[src/hdl/cpm_pkg.sv]
// shared types and constants for the closest pair (manhattan) unit
`default_nettype none

package cpm_pkg;

    // fixed field widths
    localparam int COORD_IN_W = 16;
    localparam int DIST_W     = 18;
    localparam int IDX_OUT_W  = 8;

    // tdata widths, padded to whole bytes
    localparam int S_TDATA_W = 32;
    localparam int M_TDATA_W = 40;

    // defaults for the top level parameters
    localparam int DEF_MAX_POINTS = 256;
    localparam int DEF_COORD_BITS = 16;

    localparam logic [DIST_W-1:0] DIST_ALL_ONES = {DIST_W{1'b1}};

    // search sequencer states
    typedef enum logic [2:0] {
        ST_LOAD,
        ST_START,
        ST_RD_I,
        ST_LAT_I,
        ST_SCAN,
        ST_DRAIN,
        ST_OUT
    } t_state;

endpackage

`default_nettype wire

[src/hdl/cpm_dist_unit.sv]
// two-stage manhattan distance unit with saturation to the result width
`default_nettype none

module cpm_dist_unit #(
    parameter int COORD_BITS = 16,
    parameter int TAG_W      = 16
) (
    input  wire logic                  i_clk,
    input  wire logic                  i_rst_n,
    input  wire logic                  i_valid,
    input  wire logic [TAG_W-1:0]      i_tag,
    input  wire logic [COORD_BITS-1:0] i_ax,
    input  wire logic [COORD_BITS-1:0] i_ay,
    input  wire logic [COORD_BITS-1:0] i_bx,
    input  wire logic [COORD_BITS-1:0] i_by,
    output logic                       o_valid,
    output logic [TAG_W-1:0]           o_tag,
    output logic [cpm_pkg::DIST_W-1:0] o_dist,
    output logic                       o_busy
);

    import cpm_pkg::*;

    localparam int CW    = COORD_BITS;
    localparam int SUM_W = CW + 1;
    localparam int EXT_W = (SUM_W > DIST_W) ? SUM_W : DIST_W;

    logic          r_v1;
    logic [TAG_W-1:0] r_tag1;
    logic [CW-1:0] r_adx;
    logic [CW-1:0] r_ady;
    logic          r_v2;
    logic [TAG_W-1:0] r_tag2;
    logic [DIST_W-1:0] r_dist;

    logic [CW:0]    dx;
    logic [CW:0]    dy;
    logic [CW:0]    mdx;
    logic [CW:0]    mdy;
    logic [SUM_W-1:0] sum;
    logic [EXT_W-1:0] sum_ext;
    logic [DIST_W-1:0] sat;

    // stage 1: signed differences and their magnitudes
    always_comb begin
        dx  = {i_ax[CW-1], i_ax} - {i_bx[CW-1], i_bx};
        dy  = {i_ay[CW-1], i_ay} - {i_by[CW-1], i_by};
        mdx = dx[CW] ? (~dx + 1'b1) : dx;
        mdy = dy[CW] ? (~dy + 1'b1) : dy;
    end

    // stage 2: sum and clamp to the distance width
    always_comb begin
        sum     = {1'b0, r_adx} + {1'b0, r_ady};
        sum_ext = EXT_W'(sum);
        sat     = (sum_ext > EXT_W'(DIST_ALL_ONES)) ? DIST_ALL_ONES : sum_ext[DIST_W-1:0];
    end

    // valid flags
    always_ff @(posedge i_clk) begin
        if (!i_rst_n) begin
            r_v1 <= 1'b0;
            r_v2 <= 1'b0;
        end else begin
            r_v1 <= i_valid;
            r_v2 <= r_v1;
        end
    end

    // pipeline payload
    always_ff @(posedge i_clk) begin
        r_tag1 <= i_tag;
        r_adx  <= mdx[CW-1:0];
        r_ady  <= mdy[CW-1:0];
        r_tag2 <= r_tag1;
        r_dist <= sat;
    end

    assign o_valid = r_v2;
    assign o_tag   = r_tag2;
    assign o_dist  = r_dist;
    assign o_busy  = r_v1 | r_v2;

endmodule

`default_nettype wire

[config.mk]
export PLATFORM = sky130hd
export DESIGN_NAME = cpm_dist_unit
export DESIGN_NICKNAME = d
export VERILOG_FILES = /design/src/hdl/cpm_pkg.sv /design/src/hdl/cpm_dist_unit.sv
export SDC_FILE = /design/constraint.sdc
export NUM_CORES = 1
export LEC_CHECK = 0
export BUFFER_PORTS_ARGS = -buffer_cell sky130_fd_sc_hd__buf_2
export CELL_PAD_IN_SITES_DETAIL_PLACEMENT = 2
export CELL_PAD_IN_SITES_GLOBAL_PLACEMENT = 2
export CORE_ASPECT_RATIO = 1.5
export CORE_MARGIN = 2
export CORE_UTILIZATION = 34
export DETAILED_ROUTE_END_ITERATION = 10
export PLACE_DENSITY = 0.9
export SLEW_MARGIN = 20
export SYNTH_ARGS = -nofsm -noshare
export SYNTH_HDL_FRONTEND = slang
export SYNTH_SLANG_ARGS = --single-unit
export TNS_END_PERCENT = 10
[constraint.sdc]
create_clock -name i_clk -period 8.45 [get_ports i_clk]
set_input_delay 0.845 -clock i_clk [delete_from_list [all_inputs] [get_ports i_clk]]
set_output_delay 0.845 -clock i_clk [all_outputs]
set_load 0.01 [all_outputs]
## Word level (Yosys, flattened, before mapping)

Cells that the tools add are included.

| word-level totals | value |
|---|---|
| output and inout port bits | 36 |
| bits of input ports | 83 |
| bits in registers | 83 |
| word-level logic and storage cells | 17 |

| operators by class | value |
|---|---|
| add/subtract/negate cells | 5 |
| multiplexer cells | 2 |
| bitwise logic cells | 3 |

Operator list:

| cell | number |
|---|---|
| $sub A16 B16 Y17 | 2 |
| $add A16 B1 Y16 const B | 2 |
| $mux W16 | 2 |
| $not A16 Y16 | 2 |
| $add A16 B16 Y17 | 1 |
| $or A1 B1 Y1 | 1 |

## Longest topological paths before layout

| logic depth | value |
|---|---|
| depth in word-level cells | 4 |
| mapped depth | 14 |
| gate-level depth less buffers | 13 |

## Worst setup path before layout

No wires, ideal clock.

| timing path | value |
|---|---|
| path type | input-to-reg |
| start point | in i_ax[0] |
| end point | reg r_adx[15] |
| path slack | 4632 ps |
| path buffers | 0 |
| stages on the path | 13 |
| setup time | 123 ps |
| data required time | 8327 ps |
| arrival | 3695 ps |
| cell sequence | inv_1 -> ha_1 -> inv_1 -> fa_1 -> a21o_1 -> a221oi_2 -> xnor2_1 -> or2_1 -> a2111o_1 -> or4_4 -> o311ai_0 -> a21oi_1 -> xor2_1 |

| on the way | value |
|---|---|
| word-level cells in the longest chain between the ends | 4 |

Ends and longest elaborated chain:

| element | RTL line | RTL |
|---|---|---|
| start, declared | cpm_dist_unit.sv:12 | `input wire logic [COORD_BITS-1:0] i_ax,` |
| $sub A16 B16 Y17 * | cpm_dist_unit.sv:46 | `dx = {i_ax[CW-1], i_ax} - {i_bx[CW-1], i_bx};` |
| $not A16 Y16 | cpm_dist_unit.sv:48 | `mdx = dx[CW] ? (~dx + 1'b1) : dx;` |
| $add A16 B1 Y16 | cpm_dist_unit.sv:48 |  |
| $mux W16 * | cpm_dist_unit.sv:48 |  |
| named net mdx[15] | cpm_dist_unit.sv:38 | `logic [CW:0] mdx;` |
| end signal, assigned | cpm_dist_unit.sv:73 | `r_adx <= mdx[CW-1:0];` |
| end, declared | cpm_dist_unit.sv:30 | `logic [CW-1:0] r_adx;` |

The timed path passes the listed nets; every way through them passes the cells marked *.
A chain may end at the register's enable or synchronous reset.

## Worst setup path in the final report

| timing path | value |
|---|---|
| start point | in i_ax[0] |
| end point | reg r_adx[14] |

Same word-level chain as after synthesis.

==> impl_metrics.py <==
metrics = {
    "outcome": {
        "status": "complete, no violations",
    },
    "cells_and_area": {
        "fill_cells": 1513,
        "final_cell_mix": "117 x buf_2, 83 x dfxtp_1, 55 x inv_1",
        "layout_commonest_cell": "buf_2",
        "nets": 771,
        "regArea_um2": 1660,
        "diodes": 0,
        "syn_to_final_growth_pct": 23.0,
        "drive_gt1_share_pct": 23.0,
        "final_area_um2": 5700,
        "fin_util_pct": 42.6,
        "multiInputGateArea_um2": 2750,
        "stdcell_count": 801,
    },
    "hold_path": {
        "min_path_type": "reg -> reg",
    },
    "die": {
        "ios": 119,
        "core_area_um2": 13400,
        "std_cell_rows": 52,
        "start_util_pct": 34.6,
        "fp.dieH_um": 147,
        "dieArea_um2": 14600,
        "fp.dieW_um": 99.4,
    },
    "pwr": {
        "power_leakage_uw": 0.00273,
        "powerDensity_nw_per_um2": 280,
        "p_total_uw": 1600,
        "ir_drop_uv": 137,
    },
    "logic_synthesis": {
        "yosys.area.top_type": "dfxtp_1",
        "netlist_area_um2": 4640,
        "yosys_warnings": 0,
        "syn-num-nets": 646,
        "ys_seq_area_share_pct": 35.8,
        "synth.avg_cell_area_um2": 9.09,
        "postSynthCellCount": 510,
        "synth_edf_count": 0,
        "synthArstFlopShare_pct": 0,
        "yosysTopAreaCellShare_pct": 35.8,
        "synth_area_leaders": "dfxtp_1 36%, ha_1 13%, xnor2_1 8.5%, inv_1 4.5%, a21oi_1 3.3%",
        "synth_top_flop_cell": "dfxtp_1",
        "ys_seq_elements": 83,
        "yosys.cell_types.count": 67,
    },
    "sta": {
        "setup_viol": 0,
        "timing.setup.tns_ps": 0,
        "fin_worst_skew_ps": 4.20,
        "fin_crit_sh_pct": 47.2,
        "maxSlewViolCount": 0,
        "fmax_mhz": 251,
        "maxSlewHeadroom_pct": 30.2,
        "hold_viol_final": 0,
        "period_minus_slack_ps": 3990,
        "rsz0062_at_grt": "no",
        "worst_pin_slew_ps": 1050,
    },
    "grt": {
        "gr-total-overflow": 0,
        "gr-usage-all-layers_pct": 19.5,
        "grt_max_degree": 15,
        "grt_pass1_wl_um": 22800,
        "antenna_found_initial": 0,
        "grt_pass1_vias": 4745,
    },
    "setup_path": {
        "crit_fanout": 11,
        "critPathSlowestCell": "mux2i_1",
        "path_cells": "buf_2 > inv_1 > ha_1 > inv_1 > fa_1 > a21o_1 > a22oi_1 > a21oi_1 > a41o_1 > o21ai_0 > nand3_1 > mux2i_1 > o31ai_1 > xnor2_1",
        "worstPathRequired_ps": 8650,
        "cp-end-kind": "flop",
        "crit_path_frequent_cell": "inv_1",
        "critPathMaxStageDelay_ps": 720,
        "path_class": "in -> reg",
        "cp-start-kind": "input pin",
        "worstPathArrival_ps": 4190,
    },
    "cts": {
        "htree_levels": 3,
        "cts_tree": "built",
        "cts_setup_buffers": 0,
        "cts_resized": 0,
        "clockBufferDepth": 2,
        "postCtsHoldBufs": 0,
        "numCtsBuffers": 9,
        "path_clk_slew_ps": 60,
        "worst_skew_pair.late_latency_ps": 340,
        "cts_root_buffer": "clkbuf_16",
        "cts.sinks": 83,
    },
    "routing": {
        "ant_nets": 0,
        "vias_per_cell": 5.23,
        "wl_um": 13800,
        "drt-initial-drc-count": 67,
        "vias": 4191,
        "drt_pass1_iterations": 4,
        "avgRoutedWirePerCell_um": 17.3,
        "drc_errors": 0,
    },
    "placed_design": {
        "io_buffers": 117,
        "place_inst": 786,
        "hpwlAfterDp_um": 11000,
        "place_congestion": 0.821,
        "placed_area_um2": 5410,
    },
    "job": {
        "maxCapViolCount": 0,
    },
}
-- layout make-up --
cell class	instances	area share [%]
Tap cell	162	3.55
Clock inverter	6	1.18
Clock buffer	9	3.95
Sequential cell	83	29.1
Inverter	55	3.62
Timing Repair Buffer	117	10.3
Multi-Input combinational cell	369	48.3
-- metal layers --
metal | vias up | part of all wire, % | GRT usage [%]
met5 | - | 0 | 0
met4 | 0 | 2.7 | 7.60
met3 | 26 | 2.8 | 2.19
met2 | 97 | 59 | 40.1
met1 | 2032 | 36 | 19.1
li1 | 2036 | - | -
-- path summary, 6_finish.rpt --
check             slack [ps]            endpoint          startpoint  cells past startpoint
setup / recovery        4460   r_adx[14]$_DFF_P_             i_ax[0]                     14
hold / removal           330   o_tag[14]$_DFF_P_  r_tag1[14]$_DFF_P_                      0
setup reg to reg        5570  o_dist[16]$_DFF_P_    r_ady[0]$_DFF_P_                     12
hold reg to reg          330   o_tag[14]$_DFF_P_  r_tag1[14]$_DFF_P_                      0
-- state kept, by name, summed over array words and instances (netlist names) --
name     count
r_v1         1
r_ady       16
o_tag       16
r_adx       16
r_tag1      16
o_valid      1
o_dist      17
-- synth_stat cells (2+ instances only) --
| master | instances |
|---|---|
| a31oi_1 | 5 |
| ha_1 | 50 |
| o22ai_1 | 3 |
| nand2_1 | 27 |
| o31a_1 | 2 |
| a31o_2 | 3 |
| a211oi_1 | 3 |
| or3_1 | 3 |
| nor2b_1 | 8 |
| a21oi_1 | 31 |
| o21ba_2 | 2 |
| nor3_1 | 10 |
| fa_1 | 3 |
| nor4b_1 | 2 |
| a2111o_1 | 2 |
| o21ai_0 | 25 |
| nor2_1 | 35 |
| and4_1 | 2 |
| nand3_1 | 10 |
| a21o_1 | 10 |
| xnor2_1 | 45 |
| clkbuf_1 | 2 |
| o311ai_0 | 2 |
| and3_1 | 4 |
| and2_1 | 5 |
| nand2b_1 | 5 |
| o31ai_1 | 3 |
| o41ai_1 | 2 |
| nand4_1 | 3 |
| mux2_2 | 2 |
| or2_2 | 2 |
| xor2_1 | 12 |
| o22a_1 | 2 |
| inv_1 | 55 |
| o21bai_1 | 4 |
| mux2i_1 | 2 |
| dfxtp_1 | 83 |
| o21a_1 | 8 |
| a21boi_0 | 4 |
| o211ai_1 | 2 |
-- power by group --
| group | switching (uW) | total (uW) | internal (uW) | leakage (uW) |
|---|---|---|---|---|
| registers | 40.9 | 542 | 501 | 0.000700 |
| clock network | 156 | 383 | 227 | 0.000137 |
| logic | 383 | 673 | 290 | 0.00190 |
| total | 579 | 1600 | 1020 | 0.00273 |
-- worst max-delay path: cells and delay by family --
| family | cells | cell delay [ps] |
|---|---|---|
| adder cells (fa/ha/maj) | 2 | 560 |
| buffers and inverters | 3 | 200 |
| AND/OR/NAND/NOR | 1 | 190 |
| AO/OA/AOI/OAI | 6 | 1450 |
| multiplexers | 1 | 720 |
| XOR/XNOR | 1 | 210 |
-- per-stage QoR --
step / setup slack [ps] / hold slack (ps)
after global routing: 4140 / 338
final: 4460 / 325
after global placement: 4390 / 310
after detailed placement: 4240 / 314
after floorplan: 4630 / 310
after CTS: 4450 / 328
-- logic make-up after synthesis --
group                    Yosys count  share of synthesized area [%]
buffers and inverters             58                           4.78
AO/OA/AOI/OAI                    129                           19.3
AND/OR/NAND/NOR                  125                           13.6
XOR/XNOR                          57                           10.8
adder cells (fa/ha/maj)           53                           14.8
flip-flops                        83                           35.8
other                              1                         0.0809
multiplexers                       4                          0.917
No activity file was read; power rests on OpenSTA's default activity.
